--- config.mk ---
export PLATFORM = sky130hd
export DESIGN_NAME = drp_front
export DESIGN_NICKNAME = d
export VERILOG_FILES = /design/src/rtl/drp_pkg.sv /design/src/rtl/drp_front.sv
export SDC_FILE = /design/constraint.sdc
export NUM_CORES = 2
export LEC_CHECK = 0
export ABC_AREA = 1
export ABC_CLOCK_PERIOD_IN_PS = 9200
export BUFFER_PORTS_ARGS = -buffer_cell sky130_fd_sc_hd__buf_2
export CELL_PAD_IN_SITES_DETAIL_PLACEMENT = 0
export CELL_PAD_IN_SITES_GLOBAL_PLACEMENT = 1
export CORE_ASPECT_RATIO = 1.5
export CORE_UTILIZATION = 47
export CTS_BUF_LIST = sky130_fd_sc_hd__clkbuf_2 sky130_fd_sc_hd__clkbuf_4 sky130_fd_sc_hd__clkbuf_8
export CTS_CLUSTER_DIAMETER = 80
export DETAILED_ROUTE_END_ITERATION = 12
export PLACE_DENSITY_LB_ADDON = 0.1
export RECOVER_POWER = 25
export SETUP_SLACK_MARGIN = 0.15
export SYNTH_ARGS = -nofsm -noshare
export SYNTH_HDL_FRONTEND = slang
export SYNTH_SLANG_ARGS = --single-unit
--- constraint.sdc ---
create_clock -name clk -period 9.2 [get_ports clk]
set_input_delay 0 -clock clk [delete_from_list [all_inputs] [get_ports clk]]
set_output_delay 0 -clock clk [all_outputs]
set_load 0.02 [all_outputs]
--- src/rtl/drp_pkg.sv ---
package drp_pkg;

  localparam int COORD_BITS_DEF = 12;
  localparam int FRAC_BITS_DEF  = 16;

  localparam int REG_W     = 32;
  localparam int DISP_W    = 16;
  localparam int COORD_W   = 12;
  localparam int PROD_W    = DISP_W + REG_W;
  localparam int DEN_W     = PROD_W + 1;
  localparam int DW        = PROD_W;
  localparam int QB        = 34;
  localparam int OUT_W     = 32;
  localparam int CFG_IDX_W = 3;
  localparam int LANES     = 3;

  localparam logic signed [REG_W-1:0] RST_OFFSET_X   = -32'sd20971520;
  localparam logic signed [REG_W-1:0] RST_OFFSET_Y   = -32'sd15728640;
  localparam logic signed [REG_W-1:0] RST_FOCAL      = 32'sd32768000;
  localparam logic signed [REG_W-1:0] RST_INV_BASE   = 32'sd655360;
  localparam logic signed [REG_W-1:0] RST_SKEW       = 32'sd0;

  typedef enum logic [CFG_IDX_W-1:0] {
    REG_OFFSET_X,
    REG_OFFSET_Y,
    REG_FOCAL,
    REG_INV_BASE,
    REG_SKEW
  } cfg_reg_t;

  typedef struct packed {
    logic                            valid;
    logic [LANES-1:0][DW-1:0]        rem;
    logic [LANES-1:0][QB-1:0]        low;
    logic [LANES-1:0][QB-1:0]        quo;
    logic [DW-1:0]                   dvs;
    logic [LANES-1:0]                sat;
    logic [LANES-1:0]                neg;
    logic                            zero;
  } drp_div_t;

  typedef struct packed {
    logic                     valid;
    logic [LANES-1:0][OUT_W-1:0] pt;
    logic                     ok;
  } drp_res_t;

endpackage

--- src/rtl/drp_front.sv ---
module drp_front #(
  parameter int CoordBits = drp_pkg::COORD_BITS_DEF,
  parameter int FracBits  = drp_pkg::FRAC_BITS_DEF
) (
  input  logic                                   clk,
  input  logic                                   rst,
  input  logic                                   adv,
  input  logic                                   load,
  input  logic signed [drp_pkg::DISP_W-1:0]      disparity,
  input  logic        [drp_pkg::COORD_W-1:0]     column,
  input  logic        [drp_pkg::COORD_W-1:0]     row,
  input  logic signed [drp_pkg::REG_W-1:0]       offset_x,
  input  logic signed [drp_pkg::REG_W-1:0]       offset_y,
  input  logic signed [drp_pkg::REG_W-1:0]       focal_length,
  input  logic signed [drp_pkg::REG_W-1:0]       inverse_baseline,
  input  logic signed [drp_pkg::REG_W-1:0]       principal_skew_term,
  output drp_pkg::drp_div_t                      head
);

  localparam int CU = (CoordBits < drp_pkg::COORD_W) ? CoordBits : drp_pkg::COORD_W;
  localparam int SN = ((CU + FracBits + 1 > drp_pkg::REG_W) ?
                       CU + FracBits + 1 : drp_pkg::REG_W) + 1;
  localparam int NW = SN - 1;
  localparam int SH = drp_pkg::QB - FracBits - 5;
  localparam int CW = NW + drp_pkg::DW;
  localparam int DW = drp_pkg::DW;
  localparam int QB = drp_pkg::QB;
  localparam int DEN_W = drp_pkg::DEN_W;

  logic                              s1_v;
  logic signed [drp_pkg::PROD_W-1:0] s1_prod;
  logic        [CU-1:0]              s1_col;
  logic        [CU-1:0]              s1_row;

  logic                              s2_v;
  logic signed [DEN_W-1:0]           s2_den;
  logic signed [SN-1:0]              s2_num [drp_pkg::LANES];

  logic                              s3_v;
  logic        [DW-1:0]              s3_ud;
  logic        [NW-1:0]              s3_un  [drp_pkg::LANES];
  logic        [drp_pkg::LANES-1:0]  s3_neg;
  logic                              s3_zero;

  logic signed [DEN_W-1:0]           den_abs;
  logic signed [SN-1:0]              num_abs [drp_pkg::LANES];
  drp_pkg::drp_div_t                 head_next;

  always_ff @(posedge clk) begin
    if (rst) begin
      s1_v <= 1'b0;
      s2_v <= 1'b0;
      s3_v <= 1'b0;
    end else if (adv) begin
      s1_v <= load;
      s2_v <= s1_v;
      s3_v <= s2_v;
    end
  end

  always_ff @(posedge clk) begin
    if (adv) begin
      s1_prod <= drp_pkg::PROD_W'(disparity) * drp_pkg::PROD_W'(inverse_baseline);
      s1_col  <= column[CU-1:0];
      s1_row  <= row[CU-1:0];
      s2_den  <= DEN_W'(s1_prod) + (DEN_W'(principal_skew_term) <<< 4);
      s2_num[0] <= (SN'(signed'({1'b0, s1_col})) <<< FracBits) + SN'(offset_x);
      s2_num[1] <= (SN'(signed'({1'b0, s1_row})) <<< FracBits) + SN'(offset_y);
      s2_num[2] <= SN'(focal_length);
      s3_ud   <= den_abs[DW-1:0];
      s3_zero <= (s2_den == '0);
      for (int i = 0; i < drp_pkg::LANES; i++) begin
        s3_un[i]  <= num_abs[i][NW-1:0];
        s3_neg[i] <= s2_num[i][SN-1] ^ s2_den[DEN_W-1];
      end
    end
  end

  always_comb begin
    den_abs = s2_den[DEN_W-1] ? -s2_den : s2_den;
    for (int i = 0; i < drp_pkg::LANES; i++) begin
      num_abs[i] = s2_num[i][SN-1] ? -s2_num[i] : s2_num[i];
    end
  end

  always_comb begin
    head_next       = '0;
    head_next.valid = s3_v;
    head_next.dvs   = s3_ud;
    head_next.neg   = s3_neg;
    head_next.zero  = s3_zero;
    for (int i = 0; i < drp_pkg::LANES; i++) begin
      head_next.sat[i] = CW'(s3_un[i] >> SH) >= CW'(s3_ud);
      head_next.rem[i] = head_next.sat[i] ? '0 : DW'(s3_un[i] >> SH);
      head_next.low[i] = QB'(s3_un[i][SH-1:0]) << (FracBits + 5);
      head_next.quo[i] = '0;
    end
  end

  always_ff @(posedge clk) begin
    if (rst) begin
      head.valid <= 1'b0;
    end else if (adv) begin
      head <= head_next;
    end
  end

endmodule

# [Word level (Yosys, flattened, before mapping)]
# Memories as Yosys holds them, arrays and structs flattened.
# Index checks and enable logic that the tools add are counted.
# W data, S select, Z words.
[word_totals] reg_bits=415 latch_bits=0 ramBits=195 mem_bits_ro=0 output_inout_bits=404 word_cells=49 memories=2
[op_classes] n_addsub=7 multipliers=1 div_mod_pow=0 order_cmp=3 n_eq_ne=0 shifts=0 n_mux=6 n_bitwise=4 reduce_logical=2
[mem_list] name="s2_num" words=3 width=33 rd=3 rd_clocked_by_memory_dff=0 wr=3 line="drp_front.sv:37" text="logic signed [SN-1:0] s2_num [drp_pkg::LANES];"
[mem_list] name="s3_un" words=3 width=32 rd=3 rd_clocked_by_memory_dff=0 wr=3 line="drp_front.sv:41" text="logic [NW-1:0] s3_un [drp_pkg::LANES];"
[ops] cell="$ge A19 B48 Y1" n=3
[ops] cell="$mux W32" n=3
[ops] cell="$neg A32 Y32" n=3
[ops] cell="$add A29 B32 Y33" n=2
[ops] cell="$add A48 B36 Y49" n=1
[ops] cell="$logic_not A49 Y1" n=1
[ops] cell="$mul A16 B32 Y48" n=1
[ops] cell="$mux W48" n=1
[ops] cell="$neg A48 Y48" n=1
[ops] cell="$xor A1 B1 Y1" n=3
[ops] cell="$mux W1" n=2
[ops] cell="$reduce_and A2 Y1" n=1
[ops] cell="$not A1 Y1" n=1

# [Logic depth before layout (Yosys ltp)]
# An unclocked memory read counts as a cell.
[depth] depth_word=3 depth_mapped=30 depth_no_buf=28

# [Worst setup path before layout]
# OpenSTA, ideal clock, no wires.
[synth_path] path_kind="input-to-reg" startpoint="input adv" endpoint="register head[0] in the netlist's numbering, enable pin" setup_time_ns=0.663 arrival_ns=6.338 setup_slack_ns=2.199 cell_stages=2 n_path_buf=0 cell_sequence="inv_1 > nor2_1"
[synth_via] elab_chain_cells=1
[synth_lines] element="start: declaration" line="drp_front.sv:7" text="input logic adv,"
[synth_lines] element="$reduce_and A2 Y1 (no line)"
[synth_lines] element="end signal: assignment" line="drp_front.sv:104" text="head <= head_next;"
[synth_lines] element="end: declaration" line="drp_front.sv:17" text="output drp_pkg::drp_div_t head"
# No other way between the ends.
# A chain may end at the register's enable or synchronous reset.

# [Worst setup path in the final report]
[layout_path] startpoint="input disparity[1] in the netlist's numbering" endpoint="register s1_prod[40] in the netlist's numbering (data pin)"
[layout_via] elab_chain_cells=1
[layout_lines] element="start: declaration" line="drp_front.sv:9" text="input logic signed [drp_pkg::DISP_W-1:0] disparity,"
[layout_lines] element="$mul A16 B32 Y48" line="drp_front.sv:63" text="s1_prod <= drp_pkg::PROD_W'(disparity) * drp_pkg::PROD_W'(inverse_baseline);"
[layout_lines] element="end signal: assignment" line="drp_front.sv:63"
[layout_lines] element="end: declaration" line="drp_front.sv:31" text="logic signed [drp_pkg::PROD_W-1:0] s1_prod;"
# No other way between the ends.

==> results.yml <==
sta:
  slew_headroom_pct: -99.95
  finClkSkew_ns: 0.03855
  rsz0062_at_grt: "false"
  finalCriticalPeriod_ns: 6.400
  setup_tns_ns: 0
  setup_violations: 0
  tightest_slew_ns: 2.999
  hold_violations: 0
  final_max_slew_viol_count: 50
  fmax_mhz: 156.3
  whs_ns: 0.05359
  fin_crit_sh_pct: 69.56
synthesis:
  synth_top_area_share_pct: 33.52
  yosys_register_bits: 522
  async_flop_share_pct: 0
  synthCells: 5022
  netlist_top_cells_area: "edfxtp_1 34%, fa_1 21%, inv_1 9.1%"
  ys_warn_count: 0
  synth_edf_count: 518
  yosysUniqueCellTypes: 56
  yosysTopAreaCell: "edfxtp_1"
  seq_area_frac_synth_pct: 33.70
  syn_area_per_cell_um2: 9.239
  synthFlopType: "edfxtp_1"
  syn_area_mm2: 0.04640
global_route:
  grt_pass1_wl_mm: 197.5
  grt_start_max_net_pins: 126
  track_usage_pct: 25.99
  grt_pass1_vias: 34900
  antenna_found_initial: 11
  gr-total-overflow: 0
critical_path:
  crit_path_start_kind: "input pin"
  arrival_ns: 6.79
  cp_max_fo: 32
  required_ns: 9.59
  cp-end-kind: "flip-flop"
  path_class: "in2reg"
routing:
  vias: 33350
  finalWirelength_mm: 129.5
  route.detailed.drc: 0
  viasPerCell: 4.838
  ant_nets: 0
  first_pass_iters: 5
  drtIter0Drc: 1951
  wl_per_cell_um: 18.79
run_status:
  status: "finished with violations"
  violations: "capacitance limit, slew limit"
floorplanning:
  die_w_um: 258.5
  ios: 608
  row_count: 140
  die_y_um: 386.8
  dieArea_mm2: 0.1000
  coreArea_mm2: 0.09739
  start_util_pct: 47.64
clock_tree:
  postCtsSetupRepairBufs: 0
  clk_pin_slew_ns: 0.07
  root_buffer: "clkbuf_8"
  cts_buffers: 74
  cts_tree: "yes"
  cts_num_sinks: 522
  htreeDepth: 3
  clk_path_buf_depth: 3
  clock_latency_ns: 0.68
run:
  maxCapViolations: 1
finish:
  register_area_mm2: 0.01564
  final_nets: 6491
  nFillCells: 9253
  finalInstanceArea_mm2: 0.05199
  syn_to_final_growth_pct: 12.05
  utilization_pct: 53.38
  multi_input_area_mm2: 0.02510
  drive_above_1_share_pct: 8.738
placement:
  place_hpwl_mm: 105.9
  port-buffer-count: 355
  routabilityCongestion: 0.9957
  placed_area_mm2: 0.04847
hold_path:
  min_path_type: "in2reg"
## worst max-delay path, stage by stage
cell     delay [ns]
buf_2          0.62
nand2_1        0.21
inv_1          0.19
fa_1           0.59
fa_1           0.95
fa_1           0.52
fa_1           0.48
fa_1           0.55
inv_1          0.06
fa_1           0.53
inv_1          0.04
ha_1           0.37
nand2_1        0.14
nor2_1         0.33
inv_1          0.13
nor3_1         0.44
nand3_1        0.26
nand4_1        0.27
xor2_1         0.11
## final timing paths
path	start	end	slack, ns	depth (start not counted)
worst max-delay path	disparity[1]	s1_prod[40]$_DFFE_PP_	2.80	19
worst min-delay path	row[9]	s1_row[9]$_DFFE_PP_	0.05	2
worst max register to register	s1_prod[4]$_DFFE_PP_	s2_den[36]$_DFFE_PP_	6.15	13
worst min register to register	s3_un[0][34]$_DFFE_PP_	head[214]$_DFFE_PP_	0.42	0
## cells in the mapped netlist, types with 6 or more instances
cell type	count
a21o_1	15
xor2_1	170
nor2_1	382
nand2_1	917
o21a_1	15
nor2_4	22
and3_1	10
buf_4	252
or2_2	9
inv_1	1119
fa_1	489
o21ai_0	114
nor2_2	8
nor3_2	11
edfxtp_1	518
o211ai_1	6
a21boi_0	8
a21oi_1	172
xnor2_1	81
o21ai_1	21
nor4_1	21
ha_1	243
o21bai_1	7
nand4_1	40
clkbuf_1	118
nor3_1	44
a31oi_1	29
nand3_1	120
## what timing repair did
item	CTS	global route
resized for setup	0	0
endpoints found under the hold margin	229	0
hold buffers	212	0
## cell type report
type | instances | area share, %
antenna | 7 | 0.03369
multi-input combinational | 3252 | 48.28
clock buffer | 92 | 2.243
timing repair buffer | 582 | 7.564
sequential | 522 | 30.07
inverter | 1123 | 8.117
tap | 1278 | 3.076
clock inverter | 37 | 0.6113
## state kept, by name (all words and copies together), names as in the netlist
name / flops
s2_num: 98
s3_un: 96
s1_prod: 48
s3_v: 1
s3_neg: 3
s3_ud: 48
s1_col: 12
s1_row: 12
s1_v: 1
head: 152
s2_v: 1
s2_den: 49
s3_zero: 1
## layout by cell type (no fill, tap or decap), types with 23 or more instances in the layout
cell,count
fa_1,489
a31oi_1,29
xor2_1,170
inv_1,1119
nor2_4,23
edfxtp_1,518
ha_1,243
a21oi_1,172
conb_1,252
nor2_1,381
nand3_1,120
clkbuf_8,76
xnor2_1,81
dlygate4sd3_1,212
nand2_1,917
buf_2,287
nand4_1,40
o21ai_0,114
clkbuf_1,69
nor3_1,44
## cell families (layout without fill, tap and decap cells)
logic type,after synthesis,after routing,synth area share [%]
compound gates,416,416,5.107
xor+xnor,251,251,4.738
fa+ha+maj,732,732,27.65
buf+inv,1499,1834,14.25
flops,522,522,33.70
other cells,1,259,0.008082
simple gates,1601,1601,14.55
## metal layers
| layer | global-route usage, % | up-vias | part of all wire, % |
|---|---|---|---|
| li1 | - | 16100 | - |
| met1 | 28.88 | 16160 | 37 |
| met2 | 49.21 | 853 | 54 |
| met3 | 2.552 | 229 | 3.7 |
| met4 | 11.88 | 10 | 4.7 |
| met5 | 0 | - | 0.053 |
## metrics by stage
step	cells	worst slack, ns
floorplan	5273	2.199
global placement	6545	2.119
detailed placement	6545	2.112
CTS	6886	2.852
global route	6891	2.500
finish	6893	2.800
Power is left out: the tool's default activity adds up to more than one toggle a clock period on the data nets, which glitch-free logic cannot reach.
