### config.mk
export PLATFORM = sky130hd
export DESIGN_NAME = drp_cell
export DESIGN_NICKNAME = d
export VERILOG_FILES = /design/src/rtl/drp_pkg.sv /design/src/rtl/drp_cell.sv
export SDC_FILE = /design/constraint.sdc
export NUM_CORES = 1
export LEC_CHECK = 0
export BUFFER_PORTS_ARGS = -buffer_cell sky130_fd_sc_hd__buf_2
export CAP_MARGIN = 20
export CORE_AREA = 2 2 311 313
export CTS_CLUSTER_DIAMETER = 30
export DETAILED_ROUTE_END_ITERATION = 6
export DIE_AREA = 0 0 313 315
export SLEW_MARGIN = 5
export SYNTH_ARGS = -nofsm -noshare
export SYNTH_HDL_FRONTEND = slang
export SYNTH_SLANG_ARGS = --single-unit
### constraint.sdc
create_clock -name clk -period 67.2 [get_ports clk]
set_clock_uncertainty 0.1 [all_clocks]
set_input_delay 13.44 -clock clk [delete_from_list [all_inputs] [get_ports clk]]
set_output_delay 13.44 -clock clk [all_outputs]
set_load 0.03 [all_outputs]
### src/rtl/drp_pkg.sv
package drp_pkg;

  localparam int COORD_BITS_DEF = 12;
  localparam int FRAC_BITS_DEF  = 16;

  localparam int REG_W     = 32;
  localparam int DISP_W    = 16;
  localparam int COORD_W   = 12;
  localparam int PROD_W    = DISP_W + REG_W;
  localparam int DEN_W     = PROD_W + 1;
  localparam int DW        = PROD_W;
  localparam int QB        = 34;
  localparam int OUT_W     = 32;
  localparam int CFG_IDX_W = 3;
  localparam int LANES     = 3;

  localparam logic signed [REG_W-1:0] RST_OFFSET_X   = -32'sd20971520;
  localparam logic signed [REG_W-1:0] RST_OFFSET_Y   = -32'sd15728640;
  localparam logic signed [REG_W-1:0] RST_FOCAL      = 32'sd32768000;
  localparam logic signed [REG_W-1:0] RST_INV_BASE   = 32'sd655360;
  localparam logic signed [REG_W-1:0] RST_SKEW       = 32'sd0;

  typedef enum logic [CFG_IDX_W-1:0] {
    REG_OFFSET_X,
    REG_OFFSET_Y,
    REG_FOCAL,
    REG_INV_BASE,
    REG_SKEW
  } cfg_reg_t;

  typedef struct packed {
    logic                            valid;
    logic [LANES-1:0][DW-1:0]        rem;
    logic [LANES-1:0][QB-1:0]        low;
    logic [LANES-1:0][QB-1:0]        quo;
    logic [DW-1:0]                   dvs;
    logic [LANES-1:0]                sat;
    logic [LANES-1:0]                neg;
    logic                            zero;
  } drp_div_t;

  typedef struct packed {
    logic                     valid;
    logic [LANES-1:0][OUT_W-1:0] pt;
    logic                     ok;
  } drp_res_t;

endpackage

### src/rtl/drp_cell.sv
module drp_cell (
  input  logic              clk,
  input  logic              rst,
  input  logic              adv,
  input  drp_pkg::drp_div_t cur,
  output drp_pkg::drp_div_t nxt
);

  localparam int DW = drp_pkg::DW;
  localparam int QB = drp_pkg::QB;

  logic [DW:0]               t  [drp_pkg::LANES];
  logic [drp_pkg::LANES-1:0] ge;
  drp_pkg::drp_div_t         nxt_next;

  always_comb begin
    nxt_next = cur;
    for (int i = 0; i < drp_pkg::LANES; i++) begin
      t[i]  = {cur.rem[i], cur.low[i][QB-1]};
      ge[i] = t[i] >= {1'b0, cur.dvs};
      nxt_next.rem[i] = ge[i] ? DW'(t[i] - {1'b0, cur.dvs}) : t[i][DW-1:0];
      nxt_next.low[i] = cur.low[i] << 1;
      nxt_next.quo[i] = {cur.quo[i][QB-2:0], ge[i]};
    end
  end

  always_ff @(posedge clk) begin
    if (rst) begin
      nxt.valid <= 1'b0;
    end else if (adv) begin
      nxt <= nxt_next;
    end
  end

endmodule

# Word-level counts from Yosys, hierarchy flattened
# Cells that the tools add are included.
[classes]
addsub = 3
n_lt_le_gt_ge = 3
muxes = 3
n_bitwise = 1
n_reduce_logical = 1
[ops]
columns = ["operator", "count"]
rows = [
  ["$ge A49 B48 Y1", 3],
  ["$mux W48", 3],
  ["$sub A48 B48 Y48", 3],
  ["$reduce_and A2 Y1", 1],
  ["$not A1 Y1", 1],
]
[word_totals]
regBits = 401
in_bits = 407
out_inout_bits = 404
word_cells = 25

# Depth between registers and ports, before layout
# Gate-level depths: netlist of run 1.
[logic_depth]
depth_word = 2
depth_mapped = 15
depth_no_buf = 13

# Least setup slack after synthesis of run 1
# OpenSTA, ideal clock, no wires.
[synth_timing]
path_type = "input -> register"
startpoint = "input port rst"
endpoint = "register nxt[0] (netlist name) (enable)"
setup_ns = 1.226
arrival_ns = 31.102
t_required_ns = 65.874
slack_ns = 34.773
cell_stages = 1
n_path_buf = 0
path_cell_list = "nor2b_1"
[synth_between]
elab_chain_cells = 2
[synth_lines]
columns = ["element", "line", "source"]
rows = [
  ["from (decl)", "drp_cell.sv:3", "input logic rst,"],
  ["$not A1 Y1 (no line)", "--", ""],
  ["$reduce_and A2 Y1 (no line)", "--", ""],
  ["to (signal assigned)", "drp_cell.sv:31", "nxt <= nxt_next;"],
  ["to (decl)", "drp_cell.sv:6", "output drp_pkg::drp_div_t nxt"],
]
# Every way passes these cells.
# A chain may end at the register's enable or synchronous reset.

==> results of run 1 <==
==> stage by stage <==
step	power [mW]	hold WS [ns]	setup slack [ns]	util [%]
2_1_floorplan	0.4499	0.5299	34.77	-
3_3_place_gp	0.5200	0.3825	48.98	28.56
3_5_place_dp	0.5203	0.3963	48.97	28.56
4_1_cts	1.094	0.4049	49.70	32.85
5_1_grt	1.121	0.4527	49.52	32.86
6_report	1.082	0.3943	49.72	32.88
==> power groups by stage <==
stage	Sequential [mW]	Combinational (mW)	Clock [mW]
global placement	0.314	0.206	0
detailed placement	0.314	0.206	0
floorplan	0.362	0.0881	0
global route	0.312	0.220	0.589
finish	0.310	0.206	0.566
CTS	0.310	0.208	0.576
==> final cells by class <==
class                           count  area (um2)
Fill cell                        9849       64240
Sequential cell                   401       12030
Multi-Input combinational cell   1313        9259
Timing Repair Buffer              816        4126
Clock buffer                      136        3127
Tap cell                         1276        1597
Clock inverter                     88       982.2
Inverter                           86       322.8
Antenna cell                        9       22.52
==> logic make-up (layout without fill, tap and decap cells) <==
logic type	Yosys count	after routing	share of synthesized area, %
buf+inv	160	1126	3.014
simple gates	431	431	9.511
flops	401	401	54.90
fa+ha+maj	147	147	8.495
other cells	1	12	0.01711
compound gates	530	530	15.14
mux	70	70	3.648
xor+xnor	132	132	5.275
==> layout by cell type, fill, tap and decap left out, types with 10 or more instances in the layout <==
master,n
ha_1,144
clkbuf_1,13
o211ai_1,11
a21o_1,82
and4_1,10
mux2_2,54
bufinv_16,14
xnor2_1,72
o21a_1,17
clkinv_2,29
nor2b_1,24
nand4_1,33
nand2_1,137
a21oi_1,173
xor2_1,60
and3_1,12
o21ai_0,112
o31ai_1,12
a31oi_1,19
nand2b_1,19
edfxtp_1,400
buf_4,11
buf_2,804
clkinvlp_4,16
inv_1,86
clkbuf_16,123
nand3_1,41
nor3_1,18
clkinv_1,10
nor2_1,99
o21bai_1,27
==> routing by layer <==
metal | vias up | wire length (um)
met5 | - | 254
met4 | 40 | 4404
met3 | 208 | 9062
met2 | 915 | 57060
met1 | 9307 | 40830
li1 | 8830 | -
==> worst max-delay path, stage by stage <==
cell      delay, ns
buf_2          0.10
inv_1          0.31
ha_1           0.38
a21oi_1        0.46
nand2_1        0.10
a221o_1        0.36
nor2_1         0.19
o211ai_1       0.22
o21ai_1        0.40
o211ai_2       0.18
a31oi_4        0.47
buf_4          0.65
mux2_1         0.44
==> path summary, 6_finish.rpt <==
kind / from / endpoint
worst max register to register: nxt[403]$_SDFFE_PP0P_ / nxt[403]$_SDFFE_PP0P_
worst min-delay path: nxt[403]$_SDFFE_PP0P_ / nxt[403]$_SDFFE_PP0P_
worst min register to register: nxt[403]$_SDFFE_PP0P_ / nxt[403]$_SDFFE_PP0P_
worst max-delay path: cur[30] / nxt[287]$_DFFE_PP_
==> flow_summary.ini, run 1 <==
[power]
pwr-share-comb_pct = 19.0
clockPowerShare_pct = 52.3
p_int_mw = 0.7569
p_leak_nw = 13.48
p_switching_mw = 0.3254
ir_drop_mv = 0.02209
power_density_nw_per_um2 = 34.39
pwr-share-seq_pct = 28.6
swShare_pct = 30.06

[grt]
grt_use_total_pct = 21.63
grt_max_degree = 145
use_met1_pct = 23.38
grt_pass1_wl_um = 147000
grt_pass1_vias = 18587
grt-busiest-layer = met2
grt-ovfl-total = 0
met3_usage_pct = 7.223
antenna_found_initial = 60
grt_use_met2_pct = 38.83

[cts]
cts_htree_levels = 3
cts.sinks = 401
clock_latency_ns = 0.68
cts_buffers = 121
postCtsHoldBufs = 0
clk_pin_slew_ns = 0.04
clk_path_buf_depth = 3
cts_tree = built
post_cts_buffers = 0
postCtsResizedCells = 0
cts_root_buf = clkbuf_16

[synth]
yosys.cell_types.count = 78
ys_warn_count = 0
syn_area_um2 = 21920
ys_ff_latch = 401
yosys.area.top_type = edfxtp_1
ys_seq_area_share_pct = 54.90
syn_inst = 1872
synth.most_common_cell = edfxtp_1
syn_avg_cell_area_um2 = 11.71
synth_top_area_share_pct = 54.81
synth_edf_count = 400
synth_area_leaders = edfxtp_1 55%, ha_1 8.2%, a21oi_1 4.0%
synthFlopType = edfxtp_1
async_reset_ff_share_pct = 0
synth_common_cells = 400 x edfxtp_1, 173 x a21oi_1, 144 x ha_1

[hold_path]
hold_depth = 2
min_path_type = register to register

[routing]
wl_um = 111600
drt_iter0_markers = 1420
vias = 19300
ant_nets = 0
dr.pass1.iters = 5
drc = 0
post_drt_wl_per_cell_um = 27.06
viasPerCell = 4.679

[finish]
area_delta_synth_final_pct = 43.58
regMostFlops = nxt
top_regs = nxt (401)
final_area_um2 = 31470
fin_nets = 3293
largest_reg_flops = 401
drive_gt1_share_pct = 38.59
instances_no_fill = 4125

[run]
max_cap_violations = 0

[timing]
rsz0062_at_grt = false
setup_violations = 0
max_freq_mhz = 57.20
drv_slew = 0
fin_tns_setup_ns = 0
finalCriticalPeriod_ns = 17.48
fin_crit_sh_pct = 26.02
hold_viol = 0
slew_headroom_pct = 17.66
max_slew.worst_pin.slew_ns = 1.235

[floorplan]
die_x_um = 313
coreArea_um2 = 95710
io-pin-count = 811
die_h_um = 315
initial_utilization_pct = 22.90
row_count = 114
dieArea_um2 = 98600

[critical_path]
crit_path_end_kind = register
cp-start-kind = input pin
cp_max_fo = 71
critPathArrivalTime_ns = 17.79
ff2ff_setup_slack_ns = 66.53
reg2regPathDepth = 2
criticalPathCategory = input pin to register
cp_data_required_time_ns = 67.51

[placed_design]
post-place-cells = 3892
place_area_um2 = 27340
dp_hpwl_um = 92350
port_buffers = 804
globalplace.congestion = 0.8823

[outcome]
outcome = finished clean
Power figures use the tool's default switching activity.
==> inputs of run 2 (changes only) <==
--- a/config.mk
+++ b/config.mk
@@ -7,10 +7,10 @@
 export LEC_CHECK = 0
 export BUFFER_PORTS_ARGS = -buffer_cell sky130_fd_sc_hd__buf_2
 export CAP_MARGIN = 20
-export CORE_AREA = 2 2 311 313
+export CORE_AREA = 2 2 315 317
 export CTS_CLUSTER_DIAMETER = 30
 export DETAILED_ROUTE_END_ITERATION = 6
-export DIE_AREA = 0 0 313 315
+export DIE_AREA = 0 0 317 319
 export SLEW_MARGIN = 5
 export SYNTH_ARGS = -nofsm -noshare
 export SYNTH_HDL_FRONTEND = slang
==> constraint.sdc (replaced) <==
create_clock -name clk -period 15.5 [get_ports clk]
set_clock_uncertainty 0.1 [all_clocks]
set_input_delay 3.1 -clock clk [delete_from_list [all_inputs] [get_ports clk]]
set_output_delay 3.1 -clock clk [all_outputs]
set_load 0.03 [all_outputs]
==> flow_summary.ini, run 2 (synthesis results as in run 1) <==
[placed_design]
dp_hpwl_um = 91460
globalplace.congestion = 0.8721
preCtsSetupSlack_ns = 7.579
port_buffers = 804

[critical_path]
cp_data_required_time_ns = 15.80
crit_path_end_kind = register
reg2regPathDepth = 2
cp_max_fo = 49
ff2ff_setup_slack_ns = 14.83
criticalPathCategory = input pin to register
critPathArrivalTime_ns = 7.42
cp-start-kind = input pin
r2r-start = nxt[403]$_SDFFE_PP0P_
r2r-end = nxt[403]$_SDFFE_PP0P_

[floorplan]
row_count = 115
die_x_um = 317
io-pin-count = 811
die_h_um = 319
dieArea_um2 = 101100
coreArea_um2 = 97700
initial_utilization_pct = 22.43

[timing]
finalCriticalPeriod_ns = 7.122
postLayoutSetupSlackWorst_ns = 8.378
setup_violations = 0
hold_viol = 0
fin_crit_sh_pct = 45.95
max_freq_mhz = 140.4
max_slew.worst_pin.slew_ns = 0.9715
drv_slew = 0
fin_tns_setup_ns = 0
rsz0062_at_grt = false
slew_headroom_pct = 34.84

[outcome]
outcome = finished clean

[grt]
grt_pass1_wl_um = 145700
grt-busiest-layer = met2
grt-ovfl-total = 0
grt_use_total_pct = 20.91
grt_use_met2_pct = 37.40
grt_max_degree = 92
met3_usage_pct = 7.946
antenna_found_initial = 65
use_met1_pct = 21.10
grt_pass1_vias = 18651

[routing]
ant_nets = 0
drc = 0
post_drt_wl_per_cell_um = 26.68
dr.pass1.iters = 7
wl_um = 110300
vias = 19182
drt_iter0_markers = 1283
viasPerCell = 4.638

[power]
power_density_nw_per_um2 = 145.3
ir_drop_mv = 0.08279
p_leak_nw = 13.37

[finish]
area_delta_synth_final_pct = 42.42
regMostFlops = nxt
num-fill-cells = 10093
drive_gt1_share_pct = 37.92
fin_nets = 3287
regArea_um2 = 12030
final_cell_mix = 804 x buf_2, 400 x edfxtp_1, 173 x a21oi_1
largest_reg_flops = 401
final_common_cell = buf_2
multiInputGateArea_um2 = 9256
top_regs = nxt (401)
finish.utilization_pct = 31.95

[cts]
cts_htree_levels = 3
cts_tree = built
cts_buffers = 115
cts_root_buf = clkbuf_16
clk_pin_slew_ns = 0.04
cts.sinks = 401
clock_latency_ns = 0.69
postCtsHoldBufs = 0
post_cts_buffers = 0
postCtsResizedCells = 0
clk_path_buf_depth = 3

[run]
max_cap_violations = 0

[hold_path]
min_from = nxt[403]$_SDFFE_PP0P_
hold_depth = 2
min_to = nxt[403]$_SDFFE_PP0P_
min_path_type = register to register
-- run 2: cell types whose count changed in the layout (fill, tap and decap cells not counted), moves of 6 or more --
cell / before / now
clkinv_1: 10 / 23
clkinvlp_4: 16 / 6
diode_2: 9 / 19
clkbuf_16: 123 / 116
clkinv_4: 8 / 1
clkinv_2: 29 / 35
inv_6: 6 / 0
-- run 2: worst max-delay path by stage --
stage / startpoint / end / slack [ns]
after floorplan: adv / nxt[0]$_DFFE_PP_ / 1.46
after global placement: cur[9] / nxt[319]$_DFFE_PP_ / 7.59
after detailed placement: cur[9] / nxt[319]$_DFFE_PP_ / 7.58
after CTS: cur[9] / nxt[313]$_DFFE_PP_ / 8.29
after global routing: cur[21] / nxt[365]$_DFFE_PP_ / 8.21
final: cur[9] / nxt[313]$_DFFE_PP_ / 8.38
-- run 2: metal layers --
layer | vias to the layer above | routed length [um]
met3 | 234 | 10420
met2 | 855 | 56000
met5 | - | 356
met4 | 56 | 5285
met1 | 9185 | 38260
li1 | 8852 | -
-- run 2: worst max-delay path, stage by stage --
cell,delay (ns)
buf_2,0.11
inv_1,0.15
ha_1,0.30
nand3_1,0.31
o21bai_1,0.28
a31oi_1,0.30
o2111ai_1,0.49
o211ai_2,0.24
a21oi_2,0.36
o21ai_2,0.12
a31oi_1,0.35
o41a_2,0.20
buf_4,0.60
mux2_2,0.41
-- run 2: power breakdown --
group / internal [mW] / switching [mW] / leakage [nW] / total [mW]
Sequential: 1.32 / 0.0228 / 3.76 / 1.34
Clock: 1.57 / 0.742 / 1.87 / 2.31
Combinational: 0.290 / 0.596 / 7.73 / 0.886
-- run 2: final cells by class --
class | count | share of cell area [%]
flip-flops and latches | 401 | 38.55
multi-input cells | 1313 | 29.65
repair buffers | 816 | 13.18
clock buffers | 130 | 9.468
well taps | 1287 | 5.159
clock inverters | 84 | 2.806
inverters | 86 | 1.034
diodes | 19 | 0.1523
-- run 2: per-stage QoR --
step,hold WS [ns],area (um2),total power [mW],cells
floorplan,0.5299,21930,1.936,1874
global route,0.4180,31190,4.714,4128
finish,0.3936,31210,4.535,4136
global placement,0.3807,27340,2.242,3903
detailed placement,0.3839,27340,2.245,3903
CTS,0.3964,31170,4.588,4117
