`config.mk`:
```
export PLATFORM = sky130hd
export DESIGN_NAME = drp_back
export DESIGN_NICKNAME = d
export VERILOG_FILES = /design/src/rtl/drp_pkg.sv /design/src/rtl/drp_back.sv
export SDC_FILE = /design/constraint.sdc
export NUM_CORES = 1
export LEC_CHECK = 0
export BUFFER_PORTS_ARGS = -buffer_cell sky130_fd_sc_hd__buf_4
export CELL_PAD_IN_SITES_DETAIL_PLACEMENT = 1
export CELL_PAD_IN_SITES_GLOBAL_PLACEMENT = 1
export CORE_AREA = 2 2 195 197
export DETAILED_ROUTE_END_ITERATION = 8
export DIE_AREA = 0 0 197 199
export GPL_TIMING_DRIVEN = 0
export PLACE_DENSITY_LB_ADDON = 0.1
export REMOVE_ABC_BUFFERS = 1
export SLEW_MARGIN = 20
export SYNTH_ARGS = -nofsm -noshare
export SYNTH_HDL_FRONTEND = slang
export SYNTH_SLANG_ARGS = --single-unit
```
`constraint.sdc`:
```
create_clock -name clk -period 8.99 [get_ports clk]
set_input_delay 0.899 -clock clk [delete_from_list [all_inputs] [get_ports clk]]
set_output_delay 0.899 -clock clk [all_outputs]
set_load 0.02 [all_outputs]
```
`src/rtl/drp_pkg.sv`:
```
package drp_pkg;

  localparam int COORD_BITS_DEF = 12;
  localparam int FRAC_BITS_DEF  = 16;

  localparam int REG_W     = 32;
  localparam int DISP_W    = 16;
  localparam int COORD_W   = 12;
  localparam int PROD_W    = DISP_W + REG_W;
  localparam int DEN_W     = PROD_W + 1;
  localparam int DW        = PROD_W;
  localparam int QB        = 34;
  localparam int OUT_W     = 32;
  localparam int CFG_IDX_W = 3;
  localparam int LANES     = 3;

  localparam logic signed [REG_W-1:0] RST_OFFSET_X   = -32'sd20971520;
  localparam logic signed [REG_W-1:0] RST_OFFSET_Y   = -32'sd15728640;
  localparam logic signed [REG_W-1:0] RST_FOCAL      = 32'sd32768000;
  localparam logic signed [REG_W-1:0] RST_INV_BASE   = 32'sd655360;
  localparam logic signed [REG_W-1:0] RST_SKEW       = 32'sd0;

  typedef enum logic [CFG_IDX_W-1:0] {
    REG_OFFSET_X,
    REG_OFFSET_Y,
    REG_FOCAL,
    REG_INV_BASE,
    REG_SKEW
  } cfg_reg_t;

  typedef struct packed {
    logic                            valid;
    logic [LANES-1:0][DW-1:0]        rem;
    logic [LANES-1:0][QB-1:0]        low;
    logic [LANES-1:0][QB-1:0]        quo;
    logic [DW-1:0]                   dvs;
    logic [LANES-1:0]                sat;
    logic [LANES-1:0]                neg;
    logic                            zero;
  } drp_div_t;

  typedef struct packed {
    logic                     valid;
    logic [LANES-1:0][OUT_W-1:0] pt;
    logic                     ok;
  } drp_res_t;

endpackage

```
`src/rtl/drp_back.sv`:
```
module drp_back (
  input  logic              clk,
  input  logic              rst,
  input  logic              adv,
  input  drp_pkg::drp_div_t tail,
  output drp_pkg::drp_res_t res
);

  localparam int QB    = drp_pkg::QB;
  localparam int OUT_W = drp_pkg::OUT_W;
  localparam logic [QB-1:0] LIM_POS = QB'(32'h7FFF_FFFF);
  localparam logic [QB-1:0] LIM_NEG = QB'(32'h8000_0000);

  logic [QB:0]               rnd   [drp_pkg::LANES];
  logic [QB-1:0]             m     [drp_pkg::LANES];
  logic [QB-1:0]             lim   [drp_pkg::LANES];
  logic [OUT_W-1:0]          mag_next [drp_pkg::LANES];

  logic                      b1_v;
  logic [OUT_W-1:0]          b1_mag [drp_pkg::LANES];
  logic [drp_pkg::LANES-1:0] b1_neg;
  logic                      b1_zero;
  drp_pkg::drp_res_t         res_next;

  always_comb begin
    for (int i = 0; i < drp_pkg::LANES; i++) begin
      rnd[i] = {1'b0, tail.quo[i]} + (QB+1)'(1);
      m[i]   = rnd[i][QB:1];
      lim[i] = tail.neg[i] ? LIM_NEG : LIM_POS;
      mag_next[i] = (tail.sat[i] || m[i] > lim[i]) ? lim[i][OUT_W-1:0] : m[i][OUT_W-1:0];
    end
  end

  always_ff @(posedge clk) begin
    if (rst) begin
      b1_v <= 1'b0;
    end else if (adv) begin
      b1_v <= tail.valid;
    end
  end

  always_ff @(posedge clk) begin
    if (adv) begin
      b1_neg  <= tail.neg;
      b1_zero <= tail.zero;
      for (int i = 0; i < drp_pkg::LANES; i++) begin
        b1_mag[i] <= mag_next[i];
      end
    end
  end

  always_comb begin
    res_next       = '0;
    res_next.valid = b1_v;
    res_next.ok    = !b1_zero;
    for (int i = 0; i < drp_pkg::LANES; i++) begin
      if (b1_zero) begin
        res_next.pt[i] = '0;
      end else begin
        res_next.pt[i] = b1_neg[i] ? -b1_mag[i] : b1_mag[i];
      end
    end
  end

  always_ff @(posedge clk) begin
    if (rst) begin
      res.valid <= 1'b0;
    end else if (adv) begin
      res <= res_next;
    end
  end

endmodule

```
* Word-level counts from Yosys, hierarchy flattened
Memories as Yosys holds them, arrays and structs flattened.
Index checks and enable logic that the tools add are counted.
** Cells by class
- Add/subtract/negate cells :: 6
- Multiply operators :: 0
- Div/mod/pow operators :: 0
- Order comparisons :: 3
- Eq/ne operators :: 0
- Shift operators :: 0
- Mux-type cells :: 11
- Bitwise logic cells :: 1
- Reductions and logical operators :: 5
** Operators by type and width (count)
- 32-bit two-way mux :: 9
- 34-bit by 1-bit adder with 35-bit output, second input constant :: 3
- 34-bit by 32-bit > comparator with 1-bit output :: 3
- 32-bit negation :: 3
- 1-bit logical OR :: 3
- 1-bit two-way mux :: 2
- 2-bit AND reduction :: 1
- 1-bit logical NOT :: 1
- 1-bit NOT :: 1
** Storage, ports and cells
- Register bits :: 103
- Bits in latches :: 0
- Bits in writable memories :: 96
- ROM bits :: 0
- Input port bits :: 407
- Memories kept :: 1
** Memories
- b1_mag :: depth 3, width 32, rd ports 3, clocked after memory_dff 0, write ports 3, line drp_back.sv:20 : logic [OUT_W-1:0] b1_mag [drp_pkg::LANES];

* Logic depth before layout (Yosys ltp)
Gate-level depths: netlist of the first run.
- Depth in word-level cells :: 4
- Mapped depth :: 16

* Worst setup path after synthesis of the first run
Ideal clock, no wire load.
- Path kind :: input port to flip-flop
- Start :: input rst
- End :: register res[0] in the netlist's numbering (enable)
- Arrival time :: 5.214 ns
- Path slack :: 3.209 ns
- Stages on the path :: 1
- Buffers on the path :: 0
- Path through :: nor2b_1
** Between the ends
- Longest elaborated chain between the ends :: 2
** Ends and longest elaborated chain
- start: declaration :: line drp_back.sv:3 : input logic rst,
- 1-bit NOT (no line)
- 2-bit AND reduction (no line)
- end signal: assignment :: line drp_back.sv:69 : res <= res_next;
- end: declaration :: line drp_back.sv:6 : output drp_pkg::drp_res_t res
No other way between the ends.
A chain may end at the register's enable or synchronous reset.

==> results of run 1 <==
[metal layers]
layer	global-route usage	share of wire
met5	0	0
met3	0.03408	0.042
met1	0.2306	0.43
met2	0.3272	0.50
met4	0.08326	0.029
[report_power, final]
group	total (uW)	internal, uW	switching, uW	leakage [uW]
sequential	1170	1110	59.8	0.00198
clock	764	389	374	0.000271
combinational	497	227	270	0.00415
[critical path, delay by kind of cell]
| family | cells | cell delay (ns) |
|---|---|---|
| xor+xnor | 1 | 0.30 |
| mux | 1 | 0.34 |
| simple gates | 8 | 2.05 |
| compound gates | 3 | 0.95 |
| buf+inv | 4 | 0.67 |
| fa+ha+maj | 2 | 0.56 |
[worst max-delay path by stage]
stage          depth (start not counted)  slack [ns]       endpoint
3_5_place_dp                          19        2.96  b1_mag[0][40]
2_1_floorplan                         13        3.11  b1_mag[0][10]
6_report                              19        3.42  b1_mag[0][40]
3_3_place_gp                           2       -0.07        res[64]
5_1_grt                               19        3.17  b1_mag[0][40]
4_1_cts                               19        3.45  b1_mag[0][40]
[registers in the layout (all words and copies together), names as in the netlist]
signal and flops:
res 98, b1_neg 3, b1_v 1, b1_mag 96, b1_zero 1
[placed cells by master, fill, tap and decap left out, drive strengths merged, types with 42 or more instances in the layout]
cell type	netlist	final
edfxtp	197	197
ha	102	102
nor2	140	140
xor2	114	114
mux2	88	88
xnor2	69	69
nand4	48	48
buf	10	224
nand3	42	42
nand2	82	82
o21ai	45	45
[layout make-up]
cell class / count / area [sq um] / area share
flip-flops and latches: 199 / 5956 / 0.3655
multi-input cells: 976 / 7219 / 0.4430
diodes: 8 / 20.02 / 0.001228
clock buffers: 18 / 429.2 / 0.02633
repair buffers: 224 / 1829 / 0.1122
inverters: 29 / 108.9 / 0.006679
well taps: 474 / 593.1 / 0.03639
clock inverters: 14 / 141.4 / 0.008676
[per-stage QoR]
| stage | util | TNS [ns] |
|---|---|---|
| 2_1_floorplan | - | 0 |
| 3_3_place_gp | 0.4143 | -5.232 |
| 3_5_place_dp | 0.4230 | 0 |
| 4_1_cts | 0.4383 | 0 |
| 5_1_grt | 0.4389 | 0 |
| 6_report | 0.4389 | 0 |
[logic make-up (layout without fill, tap and decap cells)]
logic type                 after synthesis  in the layout  synth area share
and+or+nand+nor                        435            435            0.1625
muxes                                   95             95           0.07935
DFF                                    199            199            0.4454
xor gates and xnor gates               183            183            0.1199
buffers and inverters                   68            285           0.01993
other                                    0              8                 0
AOI/OAI and AO/OA                      161            161           0.07748
adders and majority gates              102            102           0.09544
==> out/summary.txt, run 1 <==
OUTCOME
--------------------------------------------------------------------------------------------------
Result of the run                                                                        completed

CELLS AND AREA
--------------------------------------------------------------------------------------------------
Final cell count without fillers                                                              1942
Share of post-route cells with drive strength above 1                                       0.2493
Number of inserted filler cells in the final layout                                           4102
Final design area excluding fillers                                                    16300 sq um
Final net count                                                                               1956
Relative area change from synthesis to final layout                                         21.88%

DETAILED ROUTING
--------------------------------------------------------------------------------------------------
Wire length per cell after detailed routing                                               19.01 um
Remaining routing DRC violations                                                                 0
Vias per std cell                                                                            5.220
Final wirelength                                                                          36920 um
Detailed Route Iter0 Violations                                                                399
Remaining number of nets flagged by the antenna check after routing                              0
Length of the first detailed-routing pass in iterations                                          6
Via count                                                                                    10140

SETUP PATH
--------------------------------------------------------------------------------------------------
Largest stage delay, worst path                                                            0.75 ns
Critical register-to-register path endpoint                                                res[31]
Origin of the critical flop-to-flop path                                              b1_mag[0][0]
Setup slack on the worst flop-to-flop path                                                 5.54 ns
Data required time of the worst path                                                       9.21 ns
Cells traversed along the worst timing path                                           buf_4 > ha_1 > nand4_1 > nor4_2 > nand2_1 > nor3_1 > nand4_1 > xnor2_1 > ha_1 > nand2_1 > nor2_1 > and3_1 > a211oi_1 > o21ai_0 > o211ai_1 > buf_6 > buf_4 > buf_4 > mux2_2
Data arrival time at the worst-slack endpoint                                              5.79 ns
Critical Path Start Type                                                                 input pin
Number of cells on the worst reg-to-reg path                                                     9
Critical path's most frequent cell                                                           buf_4
Worst Setup Path Type                                                                 input pin to flip-flop
Critical Path Source                                                                      tail[89]
Critical Path End Type                                                                   flip-flop
Worst path slowest cell                                                                     nor4_2
Maximum fanout encountered on the critical timing path                                           7

GRT
--------------------------------------------------------------------------------------------------
Global-route usage over all layers                                                          0.1891
Number of antenna violations at the first check in global routing                                7
Global-route wire length before repair                                                    56920 um
Gr ovfl total                                                                                    0
Largest net degree at the start of global routing                                              104
Via count of the first global-routing pass                                                   10400

LOGIC SYNTHESIS
--------------------------------------------------------------------------------------------------
Most frequently used flop master after synthesis                                          edfxtp_1
Number of flops mapped to enable cells by yosys                                                197
Most frequent cell after synthesis                                                        edfxtp_1
Average cell area after synthesis                                                      10.76 sq um
Flops & latches, synth                                                                         199
Area share of the largest cell type after synthesis                                         0.4424
Synthesized netlist cell count                                                                1243
Post-synthesis async set-or-reset flop share                                                     0
Commonest cells in the netlist                                                        edfxtp_1, nor2_1, xor2_1, ha_1, mux2_2
Top cells by area in the synthesized netlist                                          edfxtp_1, ha_1, xor2_1, mux2_2, xnor2_1
Number of distinct library cells after synthesis                                                52
Sequential cell area fraction in the yosys report                                           0.4454
Cell type contributing the most total cell area after synthesis                           edfxtp_1
Post-Syn Area                                                                          13370 sq um
Yosys warnings                                                                                   0

CLOCK TREE
--------------------------------------------------------------------------------------------------
Total CTS buffers                                                                               17
Maximum root-to-sink buffer count                                                                2
Cell chosen for the clock root                                                           clkbuf_16
Post-CTS Repair Setup Buffers                                                                    0
Total clock sinks                                                                              199
Depth of the CTS H-tree                                                                          4
Clock transition time at the flip-flop clock pins of the worst setup and hold paths        0.08 ns
CTS Hold Buffers Added                                                                           0
CTS tree                                                                                     built
Cts repair resizes                                                                               0
Clock network latency to the later pin of the worst-skew pair                              0.46 ns

PLACEMENT
--------------------------------------------------------------------------------------------------
Total placed cells including tap cells                                                        1902
Final HPWL DP                                                                             29270 um
Cell Area, Placed                                                                      15710 sq um
Count of buffers inserted at the top-level ports                                               210
Weighted congestion at the end of routability-driven global placement                       0.8843
Pre-CTS setup slack                                                                       2.958 ns

FLOORPLAN
--------------------------------------------------------------------------------------------------
Ports                                                                                          505
Site row count                                                                                  71
Overall die area                                                                       39200 sq um
Horiz. Die Dim                                                                              197 um
Core Area                                                                              37130 sq um
Initial core utilization                                                                    0.3601
Die height                                                                                  199 um

STA
--------------------------------------------------------------------------------------------------
RSZ-0062 raised after global routing                                                         false
F_max                                                                                   0.1795 GHz
Worst Setup Slack, final                                                                  3.418 ns
Fin Clk Skew                                                                            0.01555 ns
Final min period                                                                          5.572 ns
Slew at the pin closest to its max-slew limit                                             1.055 ns
Hold WS                                                                                  0.5087 ns
Normalized max-slew margin                                                                  0.2966
Number of failing hold endpoints at the final stage                                              0
Final period util                                                                           0.6198
Pins Over Slew Limit                                                                             0
Number of failing setup endpoints in the final timing report                                     0

HOLD PATH
--------------------------------------------------------------------------------------------------
Destination of the worst hold path                                                            b1_v
Class of the tightest hold or removal check                                           flip-flop to flip-flop
Instance count along the most critical hold path                                                 2
Startpoint of the lowest-slack hold path                                                      b1_v

RUN
--------------------------------------------------------------------------------------------------
Maximum Capacitance Violations                                                                   0

POWER AND IR DROP
--------------------------------------------------------------------------------------------------
Final Total Pwr                                                                            2434 uW
Maximum ir drop on the vdd rail                                                          0.1396 mV
Pwr/cell area                                                                         149.4 nW/um^2
Leakage power of the design                                                            0.006402 uW

Power figures use the tool's default switching activity.
==> run 2: changes to the inputs <==
--- a/config.mk
+++ b/config.mk
@@ -8,9 +8,9 @@
 export BUFFER_PORTS_ARGS = -buffer_cell sky130_fd_sc_hd__buf_4
 export CELL_PAD_IN_SITES_DETAIL_PLACEMENT = 1
 export CELL_PAD_IN_SITES_GLOBAL_PLACEMENT = 1
-export CORE_AREA = 2 2 195 197
+export CORE_AREA = 2 2 197 199
 export DETAILED_ROUTE_END_ITERATION = 8
-export DIE_AREA = 0 0 197 199
+export DIE_AREA = 0 0 199 201
 export GPL_TIMING_DRIVEN = 0
 export PLACE_DENSITY_LB_ADDON = 0.1
 export REMOVE_ABC_BUFFERS = 1
==> constraint.sdc (replaced) <==
create_clock -name clk -period 5.4 [get_ports clk]
set_input_delay 0.54 -clock clk [delete_from_list [all_inputs] [get_ports clk]]
set_output_delay 0.54 -clock clk [all_outputs]
set_load 0.02 [all_outputs]
==> run 2 against run 1 <==
  * Worst setup slack lost 2.8 ns
  * Combinational power grew 66%
  * Sequential power grew 68%
  * Critical path depth shrank 1
  * Core utilization shrank 0.87 points
  * Critical endpoint is now b1_mag[0][37]
  * Highest routed layer is now met5
==> out/summary.txt, run 2 (synthesis results as in run 1) <==
STA
--------------------------------------------------------------------------------------------------
Final period util                                                                           0.8942
Worst Setup Slack, final                                                                 0.5711 ns   -2.847 ns
Pins Over Slew Limit                                                                             0   unchanged
Slew at the pin closest to its max-slew limit                                             1.073 ns   +0.01838 ns
Number of failing setup endpoints in the final timing report                                     0   unchanged
Number of failing hold endpoints at the final stage                                              0   unchanged
F_max                                                                                   0.2071 GHz
Final min period                                                                          4.829 ns
Sum of negative setup slack                                                                   0 ns   unchanged
Fin Clk Skew                                                                            0.01174 ns   -0.003803 ns
RSZ-0062 raised after global routing                                                         false
Normalized max-slew margin                                                                  0.2843   -0.01226

DETAILED ROUTING
--------------------------------------------------------------------------------------------------
Vias per std cell                                                                            5.112   -2.1%
Final wirelength                                                                          36680 um   -0.63%
Detailed Route Iter0 Violations                                                                367   -8.0%
Remaining routing DRC violations                                                                 0   unchanged
Via count                                                                                    10150   +0.14%
Length of the first detailed-routing pass in iterations                                          4   -2
Wire length per cell after detailed routing                                               18.47 um   -2.8%
Remaining number of nets flagged by the antenna check after routing                              0   unchanged

SETUP PATH
--------------------------------------------------------------------------------------------------
Origin of the critical flop-to-flop path                                              b1_mag[0][0]
Data required time of the worst path                                                       5.61 ns   -3.60 ns
Maximum fanout encountered on the critical timing path                                           8   +1
Data arrival time at the worst-slack endpoint                                              5.04 ns   -0.75 ns
Critical Path Start Type                                                                 input pin
Critical Path End Type                                                                   flip-flop
Critical Path Source                                                                      tail[89]
Worst Setup Path Type                                                                 input pin to flip-flop

PLACEMENT
--------------------------------------------------------------------------------------------------
Total placed cells including tap cells                                                        1947   +2.4%
Weighted congestion at the end of routability-driven global placement                       0.9024   +2.0%
Count of buffers inserted at the top-level ports                                               210   unchanged
Pre-CTS setup slack                                                                     -0.1471 ns   -3.105 ns
Final HPWL DP                                                                             29350 um   +0.25%

GRT
--------------------------------------------------------------------------------------------------
Largest net degree at the start of global routing                                              104   unchanged
Global-route usage over all layers                                                          0.1868   -0.002301
Number of antenna violations at the first check in global routing                               11   +4
Gr ovfl total                                                                                    0   unchanged
Global-route wire length before repair                                                    57670 um   +1.3%
Via count of the first global-routing pass                                                   10520   +1.2%

CLOCK TREE
--------------------------------------------------------------------------------------------------
Total CTS buffers                                                                               17   unchanged
CTS Hold Buffers Added                                                                           0   unchanged
Clock network latency to the later pin of the worst-skew pair                              0.46 ns   about the same
Depth of the CTS H-tree                                                                          4   unchanged
CTS tree                                                                                     built
Total clock sinks                                                                              199   unchanged
Clock transition time at the flip-flop clock pins of the worst setup and hold paths        0.08 ns   about the same
Cell chosen for the clock root                                                           clkbuf_16
Post-CTS Repair Setup Buffers                                                                    0   unchanged
Maximum root-to-sink buffer count                                                                2   unchanged
Cts repair resizes                                                                               0   unchanged

POWER AND IR DROP
--------------------------------------------------------------------------------------------------
Maximum ir drop on the vdd rail                                                          0.2413 mV   +73%
Final Total Pwr                                                                            4092 uW   +68%
Leakage power of the design                                                            0.006425 uW   +0.36%
Pwr/cell area                                                                         249.6 nW/um^2   +67%

FLOORPLAN
--------------------------------------------------------------------------------------------------
Ports                                                                                          505   unchanged
Horiz. Die Dim                                                                              199 um   +1.0%
Site row count                                                                                  72   +1.4%
Initial core utilization                                                                    0.3509   -0.009199
Overall die area                                                                       40000 sq um   +2.0%
Die height                                                                                  201 um   +1.0%
Core Area                                                                              38110 sq um   +2.6%

CELLS AND AREA
--------------------------------------------------------------------------------------------------
Number of inserted filler cells in the final layout                                           4205   +2.5%
Registers with the most flip-flops                                                    res: 98 flops, b1_mag: 96 flops, b1_neg: 3 flops
Multi-input logic area                                                                  7226 sq um   about the same
Leading cell type in the layout, fill and taps excluded                                      buf_4
Final net count                                                                               1957   +0.051%
Most frequent cells in the layout                                                     buf_4, edfxtp_1, nor2_1
Share of post-route cells with drive strength above 1                                       0.2498   +0.0005138
Register area                                                                           5956 sq um   unchanged
Final cell count without fillers                                                              1986   +2.3%
Relative area change from synthesis to final layout                                         22.59%
Register with the most flip-flops                                                              res
Number of flip-flops under the largest register name                                            98   unchanged

HOLD PATH
--------------------------------------------------------------------------------------------------
Startpoint of the lowest-slack hold path                                                   tail[0]
Class of the tightest hold or removal check                                           input pin to flip-flop

OUTCOME
--------------------------------------------------------------------------------------------------
Result of the run                                                                        completed

RUN
--------------------------------------------------------------------------------------------------
Maximum Capacitance Violations                                                                   0   unchanged

-- run 2: layout make-up --
cell class / instances / area share
Inverter: 29 / 0.006641
Antenna cell: 7 / 0.001069
Multi-Input combinational cell: 976 / 0.4408
Tap cell: 518 / 0.03954
Clock buffer: 18 / 0.02618
Clock inverter: 14 / 0.009694
Sequential cell: 199 / 0.3633
Timing Repair Buffer: 225 / 0.1127
-- run 2: final timing paths --
| check | end | slack (ns) | depth (start not counted) |
|---|---|---|---|
| worst max register to register | res[31] | 1.91 | 9 |
| worst min-delay path | b1_zero | 0.27 | 1 |
| worst min register to register | res[97] | 0.51 | 2 |
| worst max-delay path | b1_mag[0][37] | 0.57 | 18 |
-- run 2: worst max-delay path, stage by stage --
cell and delay [ns]:
buf_4 0.11, ha_1 0.23, nand4_1 0.18, nor4_2 0.56, nand2_1 0.24, nor3_1 0.37, nand4_1 0.16, xnor2_1 0.34
ha_1 0.35, nand2_1 0.08, nor2_1 0.04, and3_1 0.20, a211oi_1 0.17, o21ai_0 0.12, o211ai_1 0.51, buf_4 0.28
buf_4 0.19, mux2_2 0.36
-- run 2: metrics by stage --
stage                     hold WS [ns]    util  area, sq um
final                           0.2657  0.4302        16390
after CTS                       0.2426  0.4292        16360
after global placement          0.4848  0.4051        15440
after detailed placement        0.4970  0.4138        15770
after global routing            0.2515  0.4301        16390
after floorplan                 0.4601       -        13210
-- run 2: where the power goes --
| group | total [uW] | internal [uW] | switching, uW | leakage (uW) |
|---|---|---|---|---|
| sequential | 1960 | 1850 | 103 | 0.00198 |
| clock | 1310 | 695 | 616 | 0.000285 |
| combinational | 824 | 378 | 446 | 0.00416 |
| total | 4090 | 2930 | 1160 | 0.00643 |
-- run 2: per-layer routing --
layer | share of wire | wire length [um] | track usage | up-vias
li1 | - | - | - | 5053
met1 | 0.43 | 15880 | 0.2252 | 4894
met2 | 0.51 | 18620 | 0.3302 | 151
met3 | 0.035 | 1274 | 0.03511 | 46
met4 | 0.023 | 848 | 0.06583 | 8
met5 | 0.0017 | 62 | 0 | -
